--- config.mk ---
export PLATFORM = sky130hd
export DESIGN_NAME = lqr_integral_state_feedback
export DESIGN_NICKNAME = d
export VERILOG_FILES = /design/src/rtl/lqr_pkg.sv /design/src/rtl/lqr_integral_state_feedback.sv
export SDC_FILE = /design/constraint.sdc
export NUM_CORES = 2
export LEC_CHECK = 0
export BUFFER_PORTS_ARGS = -buffer_cell sky130_fd_sc_hd__buf_2
export CELL_PAD_IN_SITES_DETAIL_PLACEMENT = 0
export CELL_PAD_IN_SITES_GLOBAL_PLACEMENT = 1
export CORE_AREA = 2 2 497 499
export CTS_BUF_LIST = sky130_fd_sc_hd__clkbuf_8
export DETAILED_ROUTE_END_ITERATION = 16
export DIE_AREA = 0 0 499 501
export PLACE_DENSITY_LB_ADDON = 0.25
export SLEW_MARGIN = 25
export SYNTH_ARGS = -nofsm -noshare
export SYNTH_HDL_FRONTEND = slang
export SYNTH_SLANG_ARGS = --single-unit
--- constraint.sdc ---
create_clock -name aclk -period 11.22 [get_ports aclk]
set_input_delay 1.122 -clock aclk [delete_from_list [all_inputs] [get_ports aclk]]
set_output_delay 1.122 -clock aclk [all_outputs]
set_load 0.01 [all_outputs]
--- src/rtl/lqr_pkg.sv ---
// Shared types, constants and helpers for the LQR state-feedback controller.
// Used by lqr_integral_state_feedback; no dependencies.
`timescale 1ns / 1ps

package lqr_pkg;

    localparam int DATA_W           = 32;
    localparam int NUM_PLANT_STATES = 4;
    localparam int S_DATA_W         = (NUM_PLANT_STATES + 1) * DATA_W;
    localparam int ACC_W            = 67;   // five exact 64-bit products plus headroom
    localparam int FRAC_BITS_DEF    = 16;
    localparam int NUM_REGS         = 8;
    localparam int PADDR_W          = 5;

    // Register indexes
    localparam logic [2:0] REG_GAIN_POS    = 3'd0;
    localparam logic [2:0] REG_GAIN_ANGLE  = 3'd1;
    localparam logic [2:0] REG_GAIN_VEL    = 3'd2;
    localparam logic [2:0] REG_GAIN_RATE   = 3'd3;
    localparam logic [2:0] REG_GAIN_INTEG  = 3'd4;
    localparam logic [2:0] REG_INTEG_STEP  = 3'd5;
    localparam logic [2:0] REG_INTEG_DECAY = 3'd6;
    localparam logic [2:0] REG_REF_SCALE   = 3'd7;

    // Register reset values
    localparam logic [DATA_W-1:0] RST_GAIN_POS    = 32'd32494;
    localparam logic [DATA_W-1:0] RST_GAIN_ANGLE  = 32'd2543865;
    localparam logic [DATA_W-1:0] RST_GAIN_VEL    = 32'd38561;
    localparam logic [DATA_W-1:0] RST_GAIN_RATE   = 32'd493814;
    localparam logic [DATA_W-1:0] RST_GAIN_INTEG  = 32'd11895;
    localparam logic [DATA_W-1:0] RST_INTEG_STEP  = 32'd328;
    localparam logic [DATA_W-1:0] RST_INTEG_DECAY = 32'd65536;
    localparam logic [DATA_W-1:0] RST_REF_SCALE   = 32'd65536;

    // Multiply schedule, one product per step
    localparam logic [2:0] STEP_REF    = 3'd0;  // ref_scale * reference
    localparam logic [2:0] STEP_ANGLE  = 3'd1;  // gain_angle * meas_angle
    localparam logic [2:0] STEP_VEL    = 3'd2;  // gain_vel * meas_vel
    localparam logic [2:0] STEP_RATE   = 3'd3;  // gain_rate * meas_rate
    localparam logic [2:0] STEP_ZGAIN  = 3'd4;  // gain_integ * z_old
    localparam logic [2:0] STEP_ZDECAY = 3'd5;  // integ_decay * z_old
    localparam logic [2:0] STEP_EPOS   = 3'd6;  // gain_pos * e1
    localparam logic [2:0] STEP_ESTEP  = 3'd7;  // integ_step * e1
    localparam logic [3:0] RUN_STEPS   = 4'd8;

    typedef enum logic [1:0] {
        ST_IDLE,
        ST_RUN,
        ST_FIN
    } lqr_state_t;

    typedef struct packed {
        logic signed [DATA_W-1:0] val;
        logic                     clip;
    } sat_t;

    // Clamp a wide signed value to 32 bits and flag a clip
    function automatic sat_t sat32(input logic signed [ACC_W-1:0] v);
        sat_t r;
        if ((&v[ACC_W-1:DATA_W-1]) || !(|v[ACC_W-1:DATA_W-1])) begin
            r.val  = v[DATA_W-1:0];
            r.clip = 1'b0;
        end else begin
            r.val  = v[ACC_W-1] ? {1'b1, {(DATA_W-1){1'b0}}} : {1'b0, {(DATA_W-1){1'b1}}};
            r.clip = 1'b1;
        end
        return r;
    endfunction

endpackage

--- src/rtl/lqr_integral_state_feedback.sv ---
// LQR state feedback with integral action: one shared 32x32 multiplier stepped
// by a small sequencer. An item takes 8 multiplier issues, a drain and a rounding
// step; the next item is accepted only after its result is loaded into the output
// register, a load that can stall on m_tready. A finished result waits there while
// the next item is accepted. Synchronous active-low aresetn restores the register
// reset values and clears the integrator and both channels; uses lqr_pkg.
`timescale 1ns / 1ps

module lqr_integral_state_feedback
    import lqr_pkg::*;
#(
    parameter int FRAC_BITS = FRAC_BITS_DEF
) (
    input  logic                aclk,
    input  logic                aresetn,
    // input items
    input  logic                s_tvalid,
    output logic                s_tready,
    // meas_pos[31:0], meas_angle[63:32], meas_vel[95:64], meas_rate[127:96],
    // reference[159:128]
    input  logic [S_DATA_W-1:0] s_tdata,
    // result items
    output logic                m_tvalid,
    input  logic                m_tready,
    output logic [DATA_W-1:0]   m_tdata,   // drive[31:0]
    output logic                m_tuser,   // saturated[0]
    // configuration
    input  logic                psel,
    input  logic                penable,
    input  logic                pwrite,
    input  logic [PADDR_W-1:0]  paddr,
    input  logic [DATA_W-1:0]   pwdata,
    output logic [DATA_W-1:0]   prdata,
    output logic                pready
);

    localparam logic signed [ACC_W-1:0] HALF = ACC_W'(1) <<< (FRAC_BITS - 1);

    // Configuration registers
    logic signed [DATA_W-1:0] gain_pos_reg, gain_angle_reg, gain_vel_reg, gain_rate_reg;
    logic signed [DATA_W-1:0] gain_integ_reg, integ_step_reg, integ_decay_reg, ref_scale_reg;

    // Datapath registers
    logic signed [DATA_W-1:0] meas_pos_reg, meas_angle_reg, meas_vel_reg, meas_rate_reg;
    logic signed [DATA_W-1:0] reference_reg, integ_reg, e1_reg;
    logic signed [2*DATA_W-1:0] prod_reg;
    logic [2:0]               prod_tag_reg;
    logic                     prod_vld_reg;
    logic signed [ACC_W-1:0]  acc_drive_reg, acc_integ_reg;
    logic                     clip_reg;
    logic [3:0]               step_reg;
    lqr_state_t               state_reg, state_next;
    logic                     m_tvalid_reg, m_tuser_reg;
    logic [DATA_W-1:0]        m_tdata_reg;

    logic                     cfg_wr, in_fire, issue, fin_fire;
    logic signed [DATA_W-1:0] mul_a, mul_b;
    logic signed [2*DATA_W-1:0] prod_next;
    logic signed [ACC_W-1:0]  prod_ext, e1_wide;
    sat_t                     e1_sat, drive_sat, integ_sat;

    assign pready   = 1'b1;
    assign cfg_wr   = psel & penable & pwrite & pready;
    assign s_tready = (state_reg == ST_IDLE);
    assign in_fire  = s_tvalid & s_tready;
    assign issue    = (state_reg == ST_RUN) && (step_reg < RUN_STEPS);
    assign fin_fire = (state_reg == ST_FIN) && (!m_tvalid_reg || m_tready);
    assign m_tvalid = m_tvalid_reg;
    assign m_tdata  = m_tdata_reg;
    assign m_tuser  = m_tuser_reg;

    // Register writes
    always_ff @(posedge aclk) begin
        if (!aresetn) begin
            gain_pos_reg    <= RST_GAIN_POS;
            gain_angle_reg  <= RST_GAIN_ANGLE;
            gain_vel_reg    <= RST_GAIN_VEL;
            gain_rate_reg   <= RST_GAIN_RATE;
            gain_integ_reg  <= RST_GAIN_INTEG;
            integ_step_reg  <= RST_INTEG_STEP;
            integ_decay_reg <= RST_INTEG_DECAY;
            ref_scale_reg   <= RST_REF_SCALE;
        end else if (cfg_wr) begin
            case (paddr[PADDR_W-1:2])
                REG_GAIN_POS:    gain_pos_reg    <= pwdata;
                REG_GAIN_ANGLE:  gain_angle_reg  <= pwdata;
                REG_GAIN_VEL:    gain_vel_reg    <= pwdata;
                REG_GAIN_RATE:   gain_rate_reg   <= pwdata;
                REG_GAIN_INTEG:  gain_integ_reg  <= pwdata;
                REG_INTEG_STEP:  integ_step_reg  <= pwdata;
                REG_INTEG_DECAY: integ_decay_reg <= pwdata;
                REG_REF_SCALE:   ref_scale_reg   <= pwdata;
                default:         ;
            endcase
        end
    end

    // Register reads
    always_comb begin
        case (paddr[PADDR_W-1:2])
            REG_GAIN_POS:    prdata = gain_pos_reg;
            REG_GAIN_ANGLE:  prdata = gain_angle_reg;
            REG_GAIN_VEL:    prdata = gain_vel_reg;
            REG_GAIN_RATE:   prdata = gain_rate_reg;
            REG_GAIN_INTEG:  prdata = gain_integ_reg;
            REG_INTEG_STEP:  prdata = integ_step_reg;
            REG_INTEG_DECAY: prdata = integ_decay_reg;
            REG_REF_SCALE:   prdata = ref_scale_reg;
            default:         prdata = '0;
        endcase
    end

    // Select multiplier operands for the current step
    always_comb begin
        case (step_reg[2:0])
            STEP_REF:    begin mul_a = ref_scale_reg;   mul_b = reference_reg;  end
            STEP_ANGLE:  begin mul_a = gain_angle_reg;  mul_b = meas_angle_reg; end
            STEP_VEL:    begin mul_a = gain_vel_reg;    mul_b = meas_vel_reg;   end
            STEP_RATE:   begin mul_a = gain_rate_reg;   mul_b = meas_rate_reg;  end
            STEP_ZGAIN:  begin mul_a = gain_integ_reg;  mul_b = integ_reg;      end
            STEP_ZDECAY: begin mul_a = integ_decay_reg; mul_b = integ_reg;      end
            STEP_EPOS:   begin mul_a = gain_pos_reg;    mul_b = e1_reg;         end
            STEP_ESTEP:  begin mul_a = integ_step_reg;  mul_b = e1_reg;         end
            default:     begin mul_a = '0;              mul_b = '0;             end
        endcase
    end

    assign prod_next = mul_a * mul_b;
    assign prod_ext  = ACC_W'(prod_reg);

    // First-state error: measured minus rounded scaled reference, then clamp
    assign e1_wide = ACC_W'(meas_pos_reg) - ((prod_ext + HALF) >>> FRAC_BITS);
    assign e1_sat  = sat32(e1_wide);

    // Round and clamp the two sums
    assign drive_sat = sat32((acc_drive_reg + HALF) >>> FRAC_BITS);
    assign integ_sat = sat32((acc_integ_reg + HALF) >>> FRAC_BITS);

    // State register
    always_ff @(posedge aclk) begin
        if (!aresetn) begin
            state_reg <= ST_IDLE;
        end else begin
            state_reg <= state_next;
        end
    end

    // Next state
    always_comb begin
        state_next = state_reg;
        case (state_reg)
            ST_IDLE: begin
                if (in_fire) state_next = ST_RUN;
            end
            ST_RUN: begin
                if (step_reg == RUN_STEPS) state_next = ST_FIN;
            end
            ST_FIN: begin
                if (fin_fire) state_next = ST_IDLE;
            end
            default: state_next = ST_IDLE;
        endcase
    end

    // Sequencer control
    always_ff @(posedge aclk) begin
        if (!aresetn) begin
            step_reg     <= '0;
            prod_vld_reg <= 1'b0;
            m_tvalid_reg <= 1'b0;
            integ_reg    <= '0;
        end else begin
            if (in_fire) begin
                step_reg <= '0;
            end else if (issue) begin
                step_reg <= step_reg + 4'd1;
            end
            prod_vld_reg <= issue;
            if (fin_fire) begin
                m_tvalid_reg <= 1'b1;
                integ_reg    <= integ_sat.val;
            end else if (m_tready) begin
                m_tvalid_reg <= 1'b0;
            end
        end
    end

    // Datapath: latch item, multiply, accumulate, load result
    always_ff @(posedge aclk) begin
        if (in_fire) begin
            meas_pos_reg   <= s_tdata[0*DATA_W +: DATA_W];
            meas_angle_reg <= s_tdata[1*DATA_W +: DATA_W];
            meas_vel_reg   <= s_tdata[2*DATA_W +: DATA_W];
            meas_rate_reg  <= s_tdata[3*DATA_W +: DATA_W];
            reference_reg  <= s_tdata[4*DATA_W +: DATA_W];
            acc_drive_reg  <= '0;
            acc_integ_reg  <= '0;
            clip_reg       <= 1'b0;
        end else if (prod_vld_reg) begin
            case (prod_tag_reg)
                STEP_REF: begin
                    e1_reg   <= e1_sat.val;
                    clip_reg <= clip_reg | e1_sat.clip;
                end
                STEP_ZDECAY, STEP_ESTEP: acc_integ_reg <= acc_integ_reg + prod_ext;
                default:                 acc_drive_reg <= acc_drive_reg + prod_ext;
            endcase
        end
        if (issue) begin
            prod_reg     <= prod_next;
            prod_tag_reg <= step_reg[2:0];
        end
        if (fin_fire) begin
            m_tdata_reg <= drive_sat.val;
            m_tuser_reg <= clip_reg | drive_sat.clip | integ_sat.clip;
        end
    end

    // Checks
    a_accept_starts_run: assert property (@(posedge aclk) disable iff (!aresetn)
        in_fire |=> (state_reg == ST_RUN) && (step_reg == '0))
        else $error("accepted item did not start the multiply sequence");

    a_prod_from_run: assert property (@(posedge aclk) disable iff (!aresetn)
        prod_vld_reg |-> ($past(state_reg) == ST_RUN) && (prod_tag_reg == $past(step_reg[2:0])))
        else $error("product tag out of step with sequencer");

    a_fin_loads_output: assert property (@(posedge aclk) disable iff (!aresetn)
        fin_fire |=> m_tvalid && (state_reg == ST_IDLE))
        else $error("rounding cycle did not load the output register");

    a_busy_not_ready: assert property (@(posedge aclk) disable iff (!aresetn)
        (state_reg != ST_IDLE) |-> !s_tready)
        else $error("input ready while an item is in progress");

    a_integ_reset: assert property (@(posedge aclk)
        !aresetn |=> (integ_reg == '0))
        else $error("integrator not cleared by reset");

endmodule
After elaboration in Yosys (flattened, before gate mapping)
Cells that the tools add are included.
{ "word_totals": {"output_inout_bits": 68, "wordCells": 120, "register_bits": 723, "mem_bits_ro": 0, "n_memories": 0, "latchBits": 0, "inputBits": 204, "ram_bits": 0} }
{ "op_classes": {"n_bitwise": 9, "div": 0, "n_shift": 0, "reduce_logical": 39, "eq_ne": 22, "n_mul": 1, "add_sub_neg": 7, "magnitude_cmp": 1, "n_mux": 15} }
{ "op_table": {"columns": ["op", "count"], "rows": [
  ["32-bit one-hot mux with 8 select lines", 2],
  ["32-bit one-hot mux with 6 select lines", 1],
  ["67-bit by 17-bit adder with 67-bit output (second input constant)", 2],
  ["67-bit by 64-bit adder with 67-bit output", 2],
  ["33-bit 2-to-1 mux", 3],
  ["32-bit 2-to-1 mux", 3],
  ["64-bit by 17-bit adder with 65-bit output (second input constant)", 1],
  ["32-bit by 32-bit multiplier with 64-bit output", 1],
  ["32-bit by 49-bit subtractor with 50-bit output", 1],
  ["20-bit AND reduction", 2],
  ["20-bit OR reduction", 2],
  ["36-bit AND reduction", 1],
  ["36-bit OR reduction", 1],
  ["3-bit == test (second input constant)", 10],
  ["2-bit AND reduction", 11],
  ["3-bit by 2-bit == test with 1-bit output (second input constant)", 4],
  ["3-bit logical NOT", 3],
  ["2-bit OR reduction", 4],
  ["3-bit by 1-bit == test with 1-bit output (second input constant)", 2],
  ["2-bit 2-to-1 mux", 3],
  ["2-bit one-hot mux with 3 select lines", 1],
  ["3-bit AND reduction", 2],
  ["4-bit by 1-bit adder with 4-bit output (second input constant)", 1],
  ["4-bit == test (second input constant)", 1],
  ["15 further kinds", 30]
]} }

Depth between registers and ports, before layout
{ "depth": {"depth_word": 7, "mapped_depth": 43, "mapped_depth_nobuf": 37} }

Worst setup path before layout
Ideal clock, no wire load.
{ "synth_timing": {"path_type": "reg-to-reg", "startpoint": "reg step_reg[2]", "endpoint": "reg prod_reg[62] (data pin)", "t_required_ps": 10955, "setup_time_ps": 265, "period_less_slack_ps": 10539, "path_stages_with_launch": 39, "n_path_buf": 7, "t_arrival_ps": 10274, "path_slack_ps": 681, "path_cell_list": "dfxtp_1 -> clkbuf_1 -> buf_1 -> buf_1 -> clkbuf_1 -> inv_1 -> ha_1 -> nor3_1 -> nand2_1 -> clkbuf_1 -> buf_1 -> o21ai_1 -> clkbuf_1 -> nor2_1 -> fa_1 -> inv_1 -> fa_1 -> inv_1 -> (+3 left out) -> fa_1 -> inv_1 -> fa_1 -> fa_1 -> inv_1 -> fa_1 -> inv_1 -> ha_1 -> nand3_1 -> o21ba_2 -> nor2b_1 -> o2111a_1 -> o31ai_1 -> a31o_2 -> or3_1 -> a31oi_1 -> o21ai_0 -> xor2_1"} }
{ "synth_via": {"elab_chain_len": 4, "elab_cells_between_ends": 13, "classes_between": "1 x mul; 7 x eq/ne; 2 x mux; 3 x reduce/logical"} }
{ "synth_lines": {"columns": ["element", "line_no", "text"], "rows": [
  ["start, declared", "lqr_integral_state_feedback.sv:51", "logic [3:0] step_reg;"],
  ["start signal, assigned", "lqr_integral_state_feedback.sv:176", "step_reg <= step_reg + 4'd1;"],
  ["3-bit == test", "lqr_integral_state_feedback.sv:115", "case (step_reg[2:0])"],
  ["2-bit OR reduction (no line)", null, null],
  ["32-bit one-hot mux with 6 select lines", "lqr_integral_state_feedback.sv:115", null],
  ["32-bit by 32-bit multiplier with 64-bit output *", "lqr_integral_state_feedback.sv:128", "assign prod_next = mul_a * mul_b;"],
  ["via prod_next[62]", "lqr_integral_state_feedback.sv:58", "logic signed [2*DATA_W-1:0] prod_next;"],
  ["end signal, assigned", "lqr_integral_state_feedback.sv:210", "prod_reg <= prod_next;"],
  ["end, declared", "lqr_integral_state_feedback.sv:46", "logic signed [2*DATA_W-1:0] prod_reg;"]
]} }
Mark *: on every way through the listed nets, which the timed path passes. The rest lies on a longest branch.
A chain may end at the register's enable or synchronous reset.

Worst setup path in the final report
{ "layout_timing": {"startpoint": "reg step_reg[0]", "endpoint": "reg prod_reg[62] (data pin)"} }
The elaborated chain is that of the path after synthesis.

==> flow_summary.yaml <==
status:
  status: "finished, final reports clean"
global_route:
  grt_start_max_net_pins: 120
  grt_usage: 0.233
  grt_pass1_wl_mm: 436
  gr-total-overflow: 0
  grt_antenna_before_repair: 11
  grt_pass1_vias: 65588
synth:
  async_reset_ff_frac: 0
  synth-edff-count: 292
  syn-num-nets: 10535
  synth_compound_area_frac: 0.136
  yosysUniqueCellTypes: 108
  synth_xor_area_frac: 0.0406
  synth-simple-area-share: 0.163
  synth_seq_cells: 723
  synthAdderAreaFrac: 0.339
  synth_ff_type: "dfxtp_1"
  synth_cells: 8872
  syn_area_um2: 77900
  ys_seq_area_frac: 0.223
  postSynthAreaPerCell_um2: 8.78
  synth_top_family_by_area: "adder cells"
  yosysWarningCount: 0
  muxShareOfSynthArea: 0.0171
detailed_routing:
  drt_iter0_drc: 5103
  wl_per_cell_um: 23.7
  vias: 64183
  ant_nets: 0
  drc: 0
  drt-pass1-iter-count: 7
  via_per_inst: 5.17
  wirelength_mm: 294
flow_run:
  cap_violations: 0
critical_path:
  crit_type: "flop to flop"
  cpMostUsedCell: "fa_1"
  cp.required_ns: 11.86
  crit_slowest_cell: "o21a_1"
  endpoint_kind: "flop"
  start_kind: "flop"
  crit_arrival_ns: 11.43
  cp_slowest_stage_delay_ns: 0.66
  path_max_fanout: 14
cells_and_area:
  post-route-util: 0.356
  synthToLayoutAreaGrowth_pct: 11.8
  multi_input_area_um2: 54600
  ff_latch_area_um2: 17400
  layout-drive-gt1-share: 0.102
  fin_nets: 10723
  fillers: 25104
floorplan:
  core.rowCount: 182
  die_y_um: 501
  start_util: 0.318
  die_x_um: 499
  dieArea_um2: 250000
  core_um2: 245000
  num_io_pins: 272
sta:
  hold_viol_final: 0
  max_slew.worst_pin.slew_ns: 1.12
  setup_tns_ns: 0
  layout_worst_path_cycle_share: 0.962
  finalSetupViolations: 0
  holdWs_ns: 0.332
  period_needed_ns: 10.79
  final_max_slew_viol_count: 0
  clock_skew_ns: 0.0961
  rsz0062_at_grt: "no"
  fmax_mhz: 92.7
  slew_headroom: 0.255
clocking:
  clk_pin_slew_ns: 0.06
  clock_path_buffers: 3
  ctsResizeCount: 0
  insertion_delay_ns: 0.96
  cts_tree: "built"
  root_buffer: "clkbuf_8"
  post_cts_buffers: 0
  numCtsBuffers: 143
  cts-htree-levels: 4
  clock-sinks: 723
  postCtsHoldBufs: 0
placement:
  hpwlAfterDp_mm: 231
  portBuffers: 268
  gp_congestion: 0.928
hold_path:
  hp-class: "primary input to flop"
==> layout by cell type, fill, tap and decap left out, types with 27 or more instances in the layout <==
master,netlist,routed
o21bai_1,35,35
o21ai_0,291,275
nand3_1,196,194
nand2b_1,37,37
a21oi_1,424,424
nand4_1,99,99
edfxtp_1,292,292
a22oi_1,52,52
nor2_1,739,733
mux2_2,52,52
mux2i_1,27,27
a21boi_0,211,211
o21ai_1,43,36
buf_4,5,248
nor2b_1,49,46
ha_1,374,373
dfxtp_1,431,430
inv_1,1148,1196
a21o_1,159,159
xor2_1,137,137
a211oi_1,36,36
nand2_1,1558,1550
and3_1,57,55
nor3_1,57,53
xnor2_1,224,224
buf_2,15,265
and2_1,45,45
o21a_1,93,93
fa_1,1085,1085
a222oi_1,64,64
clkbuf_8,0,169
a31oi_1,45,37
==> cells in the mapped netlist (all sizes together), types with 22 or more instances <==
| master | number | share of area |
|---|---|---|
| inv | 1150 | 0.055 |
| a211oi | 37 | 0.0036 |
| a21o | 160 | 0.015 |
| a21oi | 425 | 0.027 |
| edfxtp | 292 | 0.11 |
| o21bai | 35 | 0.0034 |
| xor2 | 137 | 0.015 |
| o21ai | 334 | 0.021 |
| a22oi | 53 | 0.0052 |
| xnor2 | 224 | 0.025 |
| nor4 | 22 | 0.0028 |
| nand2 | 1559 | 0.075 |
| fa | 1085 | 0.28 |
| and4 | 26 | 0.0029 |
| and3 | 60 | 0.0049 |
| nor3 | 61 | 0.0043 |
| nor2 | 739 | 0.036 |
| nand2b | 37 | 0.0030 |
| a31oi | 45 | 0.0036 |
| nand3 | 196 | 0.013 |
| nor2b | 49 | 0.0039 |
| a222oi | 64 | 0.0082 |
| nand4 | 102 | 0.0084 |
| dfxtp | 431 | 0.11 |
| clkbuf | 443 | 0.022 |
| mux2i | 27 | 0.0035 |
| o211ai | 25 | 0.0025 |
| a21boi | 212 | 0.020 |
| mux2 | 52 | 0.0075 |
| o21a | 93 | 0.0090 |
| ha | 374 | 0.060 |
| buf | 55 | 0.0034 |
| and2 | 45 | 0.0036 |
==> metrics by stage <==
step,setup WS (ns),instance area [µm²],std cells
2_1_floorplan,0.681,77900,8872
3_3_place_gp,0.115,84000,12135
3_5_place_dp,0.223,84100,12135
4_1_cts,0.210,87100,12401
5_1_grt,0.0130,87100,12404
6_report,0.430,87100,12406
==> critical path: cells and delay by family (launching register included) <==
kind,cells,cell delay (ns)
compound gates,6,1.97
xor+xnor,1,0.09
fa+ha+maj,10,4.93
simple gates,11,2.57
buf+inv,6,0.48
flops,1,0.45
==> cell type report <==
class | instances | area share
clock inverters | 97 | 0.00751
flip-flops and latches | 723 | 0.200
multi-input cells | 6500 | 0.627
diodes | 5 | 0.000144
inverters | 1151 | 0.0497
clock buffers | 169 | 0.0267
well taps | 3220 | 0.0463
repair buffers | 541 | 0.0428
==> path summary, 6_finish.rpt <==
check | startpoint | to | slack, ns | cells past startpoint
setup reg to reg | step_reg[0]$_SDFFE_PP0P_ | prod_reg[62]$_DFFE_PP_ | 0.43 | 34
hold / removal | s_tdata[126] | meas_rate_reg[30]$_DFFE_PP_ | 0.33 | 1
hold reg to reg | acc_drive_reg[12]$_SDFFE_PP0P_ | acc_drive_reg[12]$_SDFFE_PP0P_ | 0.46 | 2
setup / recovery | step_reg[0]$_SDFFE_PP0P_ | prod_reg[62]$_DFFE_PP_ | 0.43 | 34
==> cell families (layout without fill, tap and decap cells) <==
family                     count (synthesis)  after routing
buffers and inverters                   1649           1958
adders and majority gates               1459           1459
xor gates and xnor gates                 361            361
other                                      1              6
AOI/OAI and AO/OA                       1621           1621
and+or+nand+nor                         2958           2958
muxes                                    100            100
DFF                                      723            723
==> per-layer routing <==
layer | GRT usage | wire length (µm) | part of all wire | vias up
li1 | - | - | - | 29330
met5 | 0 | 13 | 0.000044 | -
met1 | 0.319 | 131000 | 0.45 | 32340
met4 | 0.0906 | 12500 | 0.042 | 2
met2 | 0.372 | 133000 | 0.45 | 2070
met3 | 0.0331 | 17200 | 0.059 | 441
Power is left out: the tool's default activity adds up to more than one toggle a clock period on the data nets, which glitch-free logic cannot reach.
